==> src/design/mva_pkg.sv <==
`timescale 1ns / 1ps
`default_nettype none
// ----------------------------------------------------------------------------
// Mean and variance accumulator package
// Field widths, controller states and the command word from the controller
// to the datapath.
// ----------------------------------------------------------------------------
package mva_pkg;

	localparam int SAMPLE_W    = 16;
	localparam int MEAN_W      = 24;
	localparam int VAR_W       = 39;
	localparam int COUNT_OUT_W = 13;
	localparam int FRAC_W      = 8;

	typedef enum logic [2:0] {
		ST_IDLE,
		ST_MUL,
		ST_LOAD_MEAN,
		ST_DIV_MEAN,
		ST_LOAD_VAR,
		ST_DIV_VAR,
		ST_FINISH
	} mva_state_t;

	typedef struct packed {
		logic accum;
		logic capture;
		logic mul_step;
		logic load_mean;
		logic div_step;
		logic load_var;
		logic out_load;
	} mva_cmd_t;

endpackage : mva_pkg
`default_nettype wire

==> src/design/mva_if.sv <==
`timescale 1ns / 1ps
`default_nettype none
// ----------------------------------------------------------------------------
// Mean and variance accumulator channels
// Sample input, result output and configuration write channels.
// ----------------------------------------------------------------------------
interface mva_in_if;
	logic                                valid;
	logic                                ready;
	logic signed [mva_pkg::SAMPLE_W-1:0] sample;
	logic                                last_sample;

	modport source (output valid, output sample, output last_sample, input ready);
	modport sink   (input valid, input sample, input last_sample, output ready);
endinterface : mva_in_if

interface mva_out_if;
	logic                                  valid;
	logic                                  ready;
	logic signed [mva_pkg::MEAN_W-1:0]     mean_out;
	logic        [mva_pkg::VAR_W-1:0]      variance_out;
	logic        [mva_pkg::COUNT_OUT_W-1:0] sample_count;

	modport source (output valid, output mean_out, output variance_out,
		output sample_count, input ready);
	modport sink   (input valid, input mean_out, input variance_out,
		input sample_count, output ready);
endinterface : mva_out_if

interface mva_cfg_if;
	logic valid;
	logic ready;
	logic unbiased_mode;

	modport source (output valid, output unbiased_mode, input ready);
	modport sink   (input valid, input unbiased_mode, output ready);
endinterface : mva_cfg_if
`default_nettype wire

==> src/design/mva_ctrl.sv <==
`timescale 1ns / 1ps
`default_nettype none
// ----------------------------------------------------------------------------
// Mean and variance accumulator controller
// Sequences accumulation, the serial multiply and the two divisions.
// ----------------------------------------------------------------------------
module mva_ctrl #(
	parameter int MUL_STEPS = 13,
	parameter int DIV_STEPS = 66
) (
	input  wire              clk,
	input  wire              arst_n,
	input  wire              in_valid,
	input  wire              in_last,
	output logic             in_ready,
	output logic             out_valid,
	input  wire              out_ready,
	output mva_pkg::mva_cmd_t cmd
);

	localparam int STEP_W = $clog2(DIV_STEPS);

	mva_pkg::mva_state_t state_q, state_d;
	logic [STEP_W-1:0]   step_q, step_d;
	logic                out_valid_q;

	always_ff @(posedge clk or negedge arst_n) begin
		if (!arst_n) begin
			state_q     <= mva_pkg::ST_IDLE;
			step_q      <= '0;
			out_valid_q <= 1'b0;
		end else begin
			state_q <= state_d;
			step_q  <= step_d;
			if (cmd.out_load) begin
				out_valid_q <= 1'b1;
			end else if (out_ready) begin
				out_valid_q <= 1'b0;
			end
		end
	end

	always_comb begin
		state_d  = state_q;
		step_d   = step_q;
		cmd      = '0;
		in_ready = 1'b0;
		case (state_q)
			mva_pkg::ST_IDLE: begin
				in_ready = 1'b1;
				if (in_valid) begin
					cmd.accum = 1'b1;
					if (in_last) begin
						cmd.capture = 1'b1;
						step_d      = STEP_W'(MUL_STEPS - 1);
						state_d     = mva_pkg::ST_MUL;
					end
				end
			end
			mva_pkg::ST_MUL: begin
				cmd.mul_step = 1'b1;
				if (step_q == '0) begin
					state_d = mva_pkg::ST_LOAD_MEAN;
				end else begin
					step_d = step_q - 1'b1;
				end
			end
			mva_pkg::ST_LOAD_MEAN: begin
				cmd.load_mean = 1'b1;
				step_d        = STEP_W'(DIV_STEPS - 1);
				state_d       = mva_pkg::ST_DIV_MEAN;
			end
			mva_pkg::ST_DIV_MEAN: begin
				cmd.div_step = 1'b1;
				if (step_q == '0) begin
					state_d = mva_pkg::ST_LOAD_VAR;
				end else begin
					step_d = step_q - 1'b1;
				end
			end
			mva_pkg::ST_LOAD_VAR: begin
				cmd.load_var = 1'b1;
				step_d       = STEP_W'(DIV_STEPS - 1);
				state_d      = mva_pkg::ST_DIV_VAR;
			end
			mva_pkg::ST_DIV_VAR: begin
				cmd.div_step = 1'b1;
				if (step_q == '0) begin
					state_d = mva_pkg::ST_FINISH;
				end else begin
					step_d = step_q - 1'b1;
				end
			end
			mva_pkg::ST_FINISH: begin
				if (!out_valid_q || out_ready) begin
					cmd.out_load = 1'b1;
					state_d      = mva_pkg::ST_IDLE;
				end
			end
			default: begin
				state_d = mva_pkg::ST_IDLE;
			end
		endcase
	end

	assign out_valid = out_valid_q;

endmodule : mva_ctrl
`default_nettype wire

==> src/design/mva_dp.sv <==
`timescale 1ns / 1ps
`default_nettype none
// ----------------------------------------------------------------------------
// Mean and variance accumulator datapath
// Accumulators, shift-add multiplier, restoring divider and result register.
// ----------------------------------------------------------------------------
module mva_dp #(
	parameter int MAX_COUNT = 4096
) (
	input  wire                                     clk,
	input  wire                                     arst_n,
	input  mva_pkg::mva_cmd_t                       cmd,
	input  wire signed [mva_pkg::SAMPLE_W-1:0]      sample,
	input  wire                                     cfg_we,
	input  wire                                     cfg_data,
	output logic signed [mva_pkg::MEAN_W-1:0]       mean_out,
	output logic        [mva_pkg::VAR_W-1:0]        variance_out,
	output logic        [mva_pkg::COUNT_OUT_W-1:0]  sample_count
);

	localparam int SW     = mva_pkg::SAMPLE_W;
	localparam int CNT_W  = $clog2(MAX_COUNT + 1);
	localparam int SUM_W  = CNT_W + SW;
	localparam int SQ_W   = CNT_W + 2 * SW - 1;
	localparam int PROD_W = CNT_W + SQ_W;
	localparam int NUM_W  = 2 * SUM_W;
	localparam int DEN_W  = 2 * CNT_W;
	localparam int DIVD_W = NUM_W + mva_pkg::FRAC_W;

	logic                    unbiased_q;
	logic signed [SUM_W-1:0] sum_q, sum_d;
	logic [SQ_W-1:0]         sq_q, sq_d;
	logic [CNT_W-1:0]        cnt_q, cnt_d;

	logic signed [2*SW-1:0]  smul;
	logic signed [SUM_W-1:0] sample_ext;

	logic signed [SUM_W-1:0] sum_w_q;
	logic [SQ_W-1:0]         sq_w_q;
	logic [CNT_W-1:0]        n_q;
	logic [CNT_W-1:0]        mplier_q;
	logic [PROD_W-1:0]       prod_q;
	logic [SUM_W-1:0]        sum_mag_q;
	logic [NUM_W-1:0]        ss_q;
	logic [DEN_W-1:0]        den_q;
	logic [CNT_W-1:0]        n_factor;

	logic [DEN_W-1:0]        rem_q;
	logic [DIVD_W-1:0]       quo_q;
	logic [DEN_W-1:0]        dvsr_q;
	logic [DEN_W:0]          trial;
	logic                    trial_ok;

	logic [NUM_W-1:0]        prod_ext;
	logic [NUM_W-1:0]        num;
	logic                    var_zero_q;
	logic [mva_pkg::MEAN_W-1:0] mean_q, mean_mag;
	logic [CNT_W+mva_pkg::COUNT_OUT_W-1:0] n_ext;

	assign smul       = (2 * SW)'(sample) * (2 * SW)'(sample);
	assign sample_ext = {{(SUM_W - SW){sample[SW-1]}}, sample};

	always_comb begin
		sum_d = sum_q;
		sq_d  = sq_q;
		cnt_d = cnt_q;
		if (cmd.accum && (cnt_q != CNT_W'(MAX_COUNT))) begin
			sum_d = sum_q + sample_ext;
			sq_d  = sq_q + {{(SQ_W - 2 * SW){1'b0}}, smul};
			cnt_d = cnt_q + 1'b1;
		end
	end

	always_ff @(posedge clk or negedge arst_n) begin
		if (!arst_n) begin
			unbiased_q <= 1'b0;
			sum_q      <= '0;
			sq_q       <= '0;
			cnt_q      <= '0;
		end else begin
			if (cfg_we) begin
				unbiased_q <= cfg_data;
			end
			if (cmd.capture) begin
				sum_q <= '0;
				sq_q  <= '0;
				cnt_q <= '0;
			end else begin
				sum_q <= sum_d;
				sq_q  <= sq_d;
				cnt_q <= cnt_d;
			end
		end
	end

	assign n_factor = unbiased_q ? (n_q - 1'b1) : n_q;

	// The snapshot only changes on capture, so the square and denominator
	// products settle during the serial multiply.
	always_ff @(posedge clk) begin
		if (cmd.capture) begin
			sum_w_q  <= sum_d;
			sq_w_q   <= sq_d;
			n_q      <= cnt_d;
			mplier_q <= cnt_d;
			prod_q   <= '0;
		end else if (cmd.mul_step) begin
			prod_q   <= {prod_q[PROD_W-2:0], 1'b0}
				+ (mplier_q[CNT_W-1] ? {{(PROD_W - SQ_W){1'b0}}, sq_w_q} : '0);
			mplier_q <= {mplier_q[CNT_W-2:0], 1'b0};
		end
		sum_mag_q <= sum_w_q[SUM_W-1] ? SUM_W'(-sum_w_q) : SUM_W'(sum_w_q);
		ss_q      <= NUM_W'(sum_mag_q) * NUM_W'(sum_mag_q);
		den_q     <= DEN_W'(n_q) * DEN_W'(n_factor);
	end

	assign prod_ext = {{(NUM_W - PROD_W){1'b0}}, prod_q};
	assign num      = prod_ext - ss_q;
	assign trial    = {rem_q, quo_q[DIVD_W-1]};
	assign trial_ok = trial >= {1'b0, dvsr_q};
	assign mean_mag = quo_q[mva_pkg::MEAN_W-1:0];

	always_ff @(posedge clk) begin
		if (cmd.load_mean) begin
			rem_q  <= '0;
			quo_q  <= {{(DIVD_W - SUM_W - mva_pkg::FRAC_W){1'b0}}, sum_mag_q,
				{mva_pkg::FRAC_W{1'b0}}};
			dvsr_q <= {{(DEN_W - CNT_W){1'b0}}, n_q};
		end else if (cmd.load_var) begin
			mean_q     <= sum_w_q[SUM_W-1] ? (~mean_mag + 1'b1) : mean_mag;
			var_zero_q <= (prod_ext <= ss_q) || (unbiased_q && (n_q == CNT_W'(1)));
			rem_q      <= '0;
			quo_q      <= {num, {mva_pkg::FRAC_W{1'b0}}};
			dvsr_q     <= den_q;
		end else if (cmd.div_step) begin
			rem_q <= trial_ok ? DEN_W'(trial - {1'b0, dvsr_q}) : trial[DEN_W-1:0];
			quo_q <= {quo_q[DIVD_W-2:0], trial_ok};
		end
	end

	assign n_ext = {{mva_pkg::COUNT_OUT_W{1'b0}}, n_q};

	always_ff @(posedge clk) begin
		if (cmd.out_load) begin
			mean_out     <= mean_q;
			sample_count <= n_ext[mva_pkg::COUNT_OUT_W-1:0];
			if (var_zero_q) begin
				variance_out <= '0;
			end else if (|quo_q[DIVD_W-1:mva_pkg::VAR_W]) begin
				variance_out <= '1;
			end else begin
				variance_out <= quo_q[mva_pkg::VAR_W-1:0];
			end
		end
	end

endmodule : mva_dp
`default_nettype wire

==> src/design/mean_variance_accumulator_top.sv <==
`timescale 1ns / 1ps
`default_nettype none
// Samples that are not marked last are taken one per cycle while the controller is idle.
// A last sample starts the result: a shift-add multiply by the CNT_W-bit count and two restoring
// divisions of 2*SUM_W+8 quotient bits each, one quotient bit per cycle, each after a load state.
// A finish state then loads the result; input is held off until it is loaded.
// Reset clears the accumulators, the mode register, the controller and the output valid.
// ----------------------------------------------------------------------------
// Mean and variance accumulator
// Running count, sum and sum of squares with a fixed-point mean and variance per vector.
// ----------------------------------------------------------------------------
module mean_variance_accumulator_top #(
	parameter int MAX_COUNT = 4096
) (
	input wire        clk,
	input wire        arst_n,
	mva_in_if.sink    din,
	mva_out_if.source dout,
	mva_cfg_if.sink   cfg
);

	localparam int CNT_W     = $clog2(MAX_COUNT + 1);
	localparam int SUM_W     = CNT_W + mva_pkg::SAMPLE_W;
	localparam int DIV_STEPS = 2 * SUM_W + mva_pkg::FRAC_W;

	mva_pkg::mva_cmd_t cmd;

	assign cfg.ready = 1'b1;

	mva_ctrl #(
		.MUL_STEPS (CNT_W),
		.DIV_STEPS (DIV_STEPS)
	) u_ctrl (
		.clk       (clk),
		.arst_n    (arst_n),
		.in_valid  (din.valid),
		.in_last   (din.last_sample),
		.in_ready  (din.ready),
		.out_valid (dout.valid),
		.out_ready (dout.ready),
		.cmd       (cmd)
	);

	mva_dp #(
		.MAX_COUNT (MAX_COUNT)
	) u_dp (
		.clk          (clk),
		.arst_n       (arst_n),
		.cmd          (cmd),
		.sample       (din.sample),
		.cfg_we       (cfg.valid),
		.cfg_data     (cfg.unbiased_mode),
		.mean_out     (dout.mean_out),
		.variance_out (dout.variance_out),
		.sample_count (dout.sample_count)
	);

endmodule : mean_variance_accumulator_top
`default_nettype wire
==> src/flat_wrapper.sv <==
// flat-port wrapper written by rule: the top's interface ports become plain ports
module mean_variance_accumulator_top_flat 
#(
	parameter int MAX_COUNT = 4096
)
  (clk, arst_n, din_valid, din_sample, din_last_sample, din_ready, dout_valid, dout_mean_out, dout_variance_out, dout_sample_count, dout_ready, cfg_valid, cfg_unbiased_mode, cfg_ready);
  mva_in_if din_i ();
  mva_out_if dout_i ();
  mva_cfg_if cfg_i ();
  input wire clk;
  input wire arst_n;
  input wire logic [$bits(din_i.valid)-1:0] din_valid;
  input wire logic [$bits(din_i.sample)-1:0] din_sample;
  input wire logic [$bits(din_i.last_sample)-1:0] din_last_sample;
  output wire logic [$bits(din_i.ready)-1:0] din_ready;
  output wire logic [$bits(dout_i.valid)-1:0] dout_valid;
  output wire logic [$bits(dout_i.mean_out)-1:0] dout_mean_out;
  output wire logic [$bits(dout_i.variance_out)-1:0] dout_variance_out;
  output wire logic [$bits(dout_i.sample_count)-1:0] dout_sample_count;
  input wire logic [$bits(dout_i.ready)-1:0] dout_ready;
  input wire logic [$bits(cfg_i.valid)-1:0] cfg_valid;
  input wire logic [$bits(cfg_i.unbiased_mode)-1:0] cfg_unbiased_mode;
  output wire logic [$bits(cfg_i.ready)-1:0] cfg_ready;
  assign din_i.valid = din_valid;
  assign din_i.sample = din_sample;
  assign din_i.last_sample = din_last_sample;
  assign din_ready = din_i.ready;
  assign dout_valid = dout_i.valid;
  assign dout_mean_out = dout_i.mean_out;
  assign dout_variance_out = dout_i.variance_out;
  assign dout_sample_count = dout_i.sample_count;
  assign dout_i.ready = dout_ready;
  assign cfg_i.valid = cfg_valid;
  assign cfg_i.unbiased_mode = cfg_unbiased_mode;
  assign cfg_ready = cfg_i.ready;
  mean_variance_accumulator_top #(.MAX_COUNT(MAX_COUNT)) u_core (.clk(clk), .arst_n(arst_n), .din(din_i), .dout(dout_i), .cfg(cfg_i));
endmodule
==> config.mk <==
export PLATFORM = sky130hd
export DESIGN_NAME = mean_variance_accumulator_top_flat
export DESIGN_NICKNAME = d
export VERILOG_FILES = /design/src/design/mva_pkg.sv /design/src/design/mva_if.sv /design/src/design/mva_ctrl.sv /design/src/design/mva_dp.sv /design/src/design/mean_variance_accumulator_top.sv /design/src/flat_wrapper.sv
export SDC_FILE = /design/constraint.sdc
export NUM_CORES = 2
export LEC_CHECK = 0
export BUFFER_PORTS_ARGS = -buffer_cell sky130_fd_sc_hd__buf_2
export CORE_MARGIN = 8
export CORE_UTILIZATION = 40
export CTS_BUF_LIST = sky130_fd_sc_hd__clkbuf_8
export CTS_CLUSTER_DIAMETER = 40
export CTS_CLUSTER_SIZE = 16
export DETAILED_ROUTE_END_ITERATION = 8
export GPL_TIMING_DRIVEN = 0
export SETUP_SLACK_MARGIN = 0.3
export SLEW_MARGIN = 20
export SYNTH_ARGS = -nofsm -noshare
export SYNTH_HDL_FRONTEND = slang
export SYNTH_HIERARCHICAL = 1
export SYNTH_SLANG_ARGS = --single-unit
==> constraint.sdc <==
create_clock -name clk -period 8.45 [get_ports clk]
set_clock_uncertainty 0.15 [all_clocks]
set_input_delay 2.535 -clock clk [delete_from_list [all_inputs] [get_ports clk]]
set_output_delay 2.535 -clock clk [all_outputs]
set_load 0.03 [all_outputs]
# Word level (Yosys, flattened, before mapping)
# Cells that the tools add are included.
[classes] addsub=10 eq_ne=15 magnitude_cmp=2 bitwise_logic=2 multipliers=3 n_reduce_logical=21 mux=42
[op_table] op="$mux W44" n=3
[op_table] op="$mux W66" n=2
[op_table] op="$mux W13" n=7
[op_table] op="$le A57 B58 Y1" n=1
[op_table] op="$mul A29 B29 Y58" n=1
[op_table] op="$mux W29" n=2
[op_table] op="$sub A57 B58 Y58" n=1
[op_table] op="$add A57 B44 Y57" n=1
[op_table] op="$add A44 B32 Y44" n=1
[op_table] op="$mux W39" n=1
[op_table] op="$mux W37" n=1
[op_table] op="$mul A16 B16 Y32" n=1
[op_table] op="$add A29 B16 Y29" n=1
[op_table] op="$neg A29 Y29" n=1
[op_table] op="$mux W28" n=1
[op_table] op="$ge A27 B26 Y1" n=1
[op_table] op="$reduce_or A27 Y1" n=1
[op_table] op="$mul A13 B13 Y26" n=1
[op_table] op="$mux W26" n=1
[op_table] op="$sub A26 B26 Y26" n=1
[op_table] op="$add A24 B1 Y24 const B" n=1
[op_table] op="$mux W24" n=1
[op_table] op="$not A24 Y24" n=1
[op_table] op="$mux W7" n=3
[op_table] op="27 further kinds" n=59
[totals] reg_bits=586 input_bits=23 out_inout_bits=79

# Depth between registers and ports, before layout
[logic_depth] word_depth=6 ltp_mapped=39

# Modules after synthesis
# Netlist, hierarchy kept.
[modules_own_cells] module="mva_dp" instances=1 area_per_inst_um2=68478.2 cells_each=7307 seq_area_each_um2=14348.8
[modules_own_cells] module="mva_ctrl" instances=1 area_per_inst_um2=698.2 cells_each=81 seq_area_each_um2=275.3
[modules_own_cells] module="mean_variance_accumulator_top" instances=1 area_per_inst_um2=11.3 cells_each=2 seq_area_each_um2=0.0

# Worst setup path before layout
# No wires, ideal clock.
[synth_path] path_type="input to register" from="in din_sample[1]" to="reg u_core.u_dp.sq_w_q[42] (data pin)" cell_stages=31 setup_ns=0.261 t_arrival_ns=9.898 path_slack_ns=-1.858 path_cell_list="clkbuf_1 clkbuf_1 nand2_1 fa_1 fa_1 fa_1 inv_1 fa_1 fa_1 inv_1 fa_1 inv_1 ha_1 a21o_1 a21o_1 a21oi_1 o211ai_1 o21a_1 o21a_1 nor2_1 xnor2_1 ha_1 a21o_1 a21oi_1 or4b_1 a31oi_1 nor2_1 a31oi_1 a311oi_1 and3_1 xor2_1"
[synth_via] elab_chain_len=3
[synth_rtl] item="from (decl)" line="flat_wrapper.sv:13" rtl="input wire logic [$bits(din_i.sample)-1:0] din_sample;"
[synth_rtl] item="$mul A16 B16 Y32" line="mva_dp.sv:60" rtl="assign smul = (2 * SW)'(sample) * (2 * SW)'(sample);"
[synth_rtl] item="$add A44 B32 Y44" line="mva_dp.sv:69" rtl="sq_d = sq_q + {{(SQ_W - 2 * SW){1'b0}}, smul};"
[synth_rtl] item="$mux W44" line="mva_dp.sv:67" rtl="if (cmd.accum && (cnt_q != CNT_W'(MAX_COUNT))) begin"
[synth_rtl] item="via u_core.u_dp.sq_d[42]" line="mva_dp.sv:32" rtl="logic [SQ_W-1:0] sq_q, sq_d;"
[synth_rtl] item="to (signal assigned)" line="mva_dp.sv:103" rtl="sq_w_q <= sq_d;"
[synth_rtl] item="to (decl)" line="mva_dp.sv:39" rtl="logic [SQ_W-1:0] sq_w_q;"
# The timed path passes the listed nets, and every way through them passes these cells.
# A chain may end at the register's enable or synchronous reset.

# Worst setup path after layout
[layout_path] from="in din_sample[2]" to="reg u_core.u_dp.sq_q[42]"
[layout_via] elab_chain_len=4
[layout_rtl] item="$mul A16 B16 Y32" line="mva_dp.sv:60"
[layout_rtl] item="$add A44 B32 Y44" line="mva_dp.sv:69"
[layout_rtl] item="$mux W44" line="mva_dp.sv:67"
[layout_rtl] item="via u_core.u_dp.sq_d[42]" line="mva_dp.sv:32"
[layout_rtl] item="$mux W44" line="mva_dp.sv:84" rtl="if (cmd.capture) begin"
[layout_rtl] item="to (signal assigned)" line="mva_dp.sv:90" rtl="sq_q <= sq_d;"
[layout_rtl] item="to (decl)" line="mva_dp.sv:32"
# The timed path passes the listed nets, and every way through them passes these cells.

==> impl_metrics.env <==
export IMPL_end_kind="flip-flop"
export IMPL_synth_area_top_cells="fa_1, ha_1, edfxtp_1"
export IMPL_setup_viol=54
export IMPL_pin_count=102
export IMPL_yosysTopAreaCell="fa_1"
export IMPL_leakagePower_uw=0.0380
export IMPL_avgRoutedWirePerCell_um=21.1
export IMPL_drt_total_wl_um=214000
export IMPL_synth_top_area_share_pct=29.3
export IMPL_cts_hold_buf=0
export IMPL_htreeDepth=3
export IMPL_root_buffer="clkbuf_8"
export IMPL_slew_headroom_pct=29.7
export IMPL_cp_max_fo=11
export IMPL_grt_setup_unrepaired="yes"
export IMPL_synthArstFlopShare_pct=16.8
export IMPL_path_clk_slew_ns=0.08
export IMPL_fin_nets=9391
export IMPL_synth_edf_count=242
export IMPL_synth_avg_cell_area_um2=9.36
export IMPL_ys_warn_count=6
export IMPL_cts_buffers=87
export IMPL_grt_pass1_vias=55900
export IMPL_place_area_um2=73100
export IMPL_drc_errors=0
export IMPL_critical_path_class="input pin to flip-flop"
export IMPL_fin_util_pct=46.2
export IMPL_vias=53400
export IMPL_cts_sinks=585
export IMPL_timing_hold_violations_final=0
export IMPL_power_density_nw_per_um2=262
export IMPL_area_delta_synth_final_pct=14.6
export IMPL_coreArea_um2=172000
export IMPL_worst_slack_ns=-1.16
export IMPL_finalInstanceArea_um2=79300
export IMPL_drt_initial_drc_count=4141
export IMPL_die_w_um=432
export IMPL_pre_cts_slack_ns=-3.00
export IMPL_synth_cells=7390
export IMPL_clockBufferDepth=3
export IMPL_period_minus_slack_ns=9.61
export IMPL_slew_violations=0
export IMPL_gp_congestion=0.976
export IMPL_grt_total_usage_pct=22.7
export IMPL_fmax_mhz=104
export IMPL_drtAntennaViolNets=0
export IMPL_fin_crit_sh_pct=114
export IMPL_tns_ns=-47.22
export IMPL_antenna_found_initial=11
export IMPL_vdd_drop_max_mv=0.911
export IMPL_grt_remaining_overflow=0
export IMPL_crit_arrival_ns=10.07
export IMPL_ys_types=88
export IMPL_grt_max_degree=70
export IMPL_die_y_um=432
export IMPL_hpwlAfterDp_um=171000
export IMPL_nFillCells=16300
export IMPL_yosysSeqAreaShare_pct=21.1
export IMPL_io_buffer_count=100
export IMPL_fp_row_count=152
export IMPL_cap_violations=0
export IMPL_firstDrtPassIters=7
export IMPL_hold_class="flip-flop to flip-flop"
export IMPL_cp_slowest_cell="fa_1"
export IMPL_grt_pass1_wl_um=330000
export IMPL_synth_seq_cells=585
export IMPL_syn_nets=9029
export IMPL_status="complete, but fails checks"
export IMPL_crit_top_cell="fa_1"
export IMPL_critPathLaunchType="input pin"
export IMPL_synth_flop_cell="dfxtp_1"
export IMPL_synth_common_cells="inv_1, fa_1, nand2_1, ha_1, nor2_1"
export IMPL_layout_drive_gt1_share_pct=12.2
export IMPL_tritoncts="yes"
export IMPL_worst_pin_slew_ns=1.05
export IMPL_violations="negative setup slack"
export IMPL_total_power_uw=20800
export IMPL_clock_latency_ns=0.75
export IMPL_vias_per_cell=5.26
export IMPL_worstPathRequired_ns=8.91
export IMPL_cp_slowest_stage_delay_ns=0.57
export IMPL_syn_area_um2=69200
export IMPL_start_util_pct=40.3
export IMPL_die_area_um2=187000
export IMPL_synth_most_common_cell="inv_1"
[repair_timing]
action | CTS | global route
pin swaps | 145 | 129
setup buffers | 116 | 45
resized for setup | 516 | 202
cloned | 3 | 0
endpoints found under the setup margin | 107 | 85
[layer usage]
metal / track usage [%] / part of all wire [%] / vias to the layer above
met1: 30.1 / 43 / 26800
li1: - / - / 24400
met2: 38.1 / 47 / 1782
met4: 7.58 / 3.8 / 4
met5: 0 / 0.0098 / -
met3: 3.26 / 6.5 / 359
[cells by family after synthesis]
group	Yosys count	share of synthesized area, %
other	1	0.00542
AND/OR/NAND/NOR	1879	12.7
flip-flops	585	21.1
buffers and inverters	1682	9.15
AO/OA/AOI/OAI	1155	10.6
XOR/XNOR	376	4.76
adder cells (fa/ha/maj)	1616	40.2
multiplexers	96	1.42
[flip-flops by register name, summed over array words and instances, names as in the netlist, 3 cells and up]
register / flops
u_core/u_ctrl/state_q: 3
u_core/u_ctrl/step_q: 7
u_core/u_dp/cnt_q: 13
u_core/u_dp/den_q: 26
u_core/u_dp/dvsr_q: 26
u_core/u_dp/mean_out: 24
u_core/u_dp/mean_q: 24
u_core/u_dp/mplier_q: 13
u_core/u_dp/n_q: 13
u_core/u_dp/prod_q: 57
u_core/u_dp/quo_q: 66
u_core/u_dp/rem_q: 26
u_core/u_dp/sample_count: 13
u_core/u_dp/sq_q: 44
u_core/u_dp/sq_w_q: 44
u_core/u_dp/ss_q: 57
u_core/u_dp/sum_mag_q: 29
u_core/u_dp/sum_q: 29
u_core/u_dp/sum_w_q: 29
u_core/u_dp/variance_out: 39
[cell usage in the layout, fill, tap and decap left out, drive strengths merged, types with 44 or more instances in the layout]
cell    synthesis  final
a21oi         355    355
dfrtp          98     98
buf            30    313
inv          1415   1431
nor3           88     88
a21o          152    152
fa           1014   1014
xor2          110    110
nand2b         51     51
a211oi         50     50
o21ai         259    259
ha            602    602
clkbuf        232    310
nand3          68     68
o21a           44     44
dfxtp         245    245
nor2          427    427
mux2i          78     78
edfxtp        242    242
nor2b         119    119
nand4          46     46
xnor2         266    266
nand2         710    710
and2          229    229
[worst max-delay path: cells and delay by family]
family,cells,cell delay (ns)
buffers and inverters,8,0.84
xor gates and xnor gates,2,0.23
adders and majority gates,8,3.55
AOI/OAI and AO/OA,11,1.71
and+or+nand+nor,7,1.15
[per-stage QoR]
stage	instances	hold WS (ns)
global route	10100	0.263
finish	10100	0.274
global placement	9800	0.252
CTS	10100	0.265
detailed placement	9809	0.255
floorplan	7390	0.238
[where the power goes]
part           internal [uW]  switching (uW)
clock network           1290            1400
logic                   7190            7950
registers               2960            8.62
total                  11400            9360
[final cells by class]
| class | instances | area [um2] | share of cell area (%) |
|---|---|---|---|
| Inverter | 1420 | 5410 | 6.82 |
| Clock buffer | 88 | 1210 | 1.53 |
| Clock inverter | 76 | 862 | 1.09 |
| Sequential cell | 585 | 14700 | 18.5 |
| Multi-Input combinational cell | 5123 | 50000 | 63.1 |
| Tap cell | 2310 | 2890 | 3.65 |
| Antenna cell | 2 | 5.00 | 0.00631 |
| Buffer | 262 | 1990 | 2.51 |
| Timing Repair Buffer | 273 | 2210 | 2.79 |
[path summary, 6_finish.rpt]
path / from / end / slack, ns / cells past startpoint
worst max-delay path: din_sample[2] / u_core/u_dp/sq_q[42] / -1.16 / 36
max in group asynchronous: arst_n / u_core/u_dp/sum_q[10] / 5.86 / 2
min in group asynchronous: arst_n / u_core/u_dp/cnt_q[7] / 1.54 / 1
worst min-delay path: u_core/u_dp/mean_q[7] / u_core/u_dp/mean_out[7] / 0.27 / 0
worst min register to register: u_core/u_dp/mean_q[7] / u_core/u_dp/mean_out[7] / 0.27 / 0
worst max register to register: u_core/u_dp/sum_mag_q[7] / u_core/u_dp/ss_q[55] / 0.21 / 29
No activity file was read; power rests on OpenSTA's default activity.
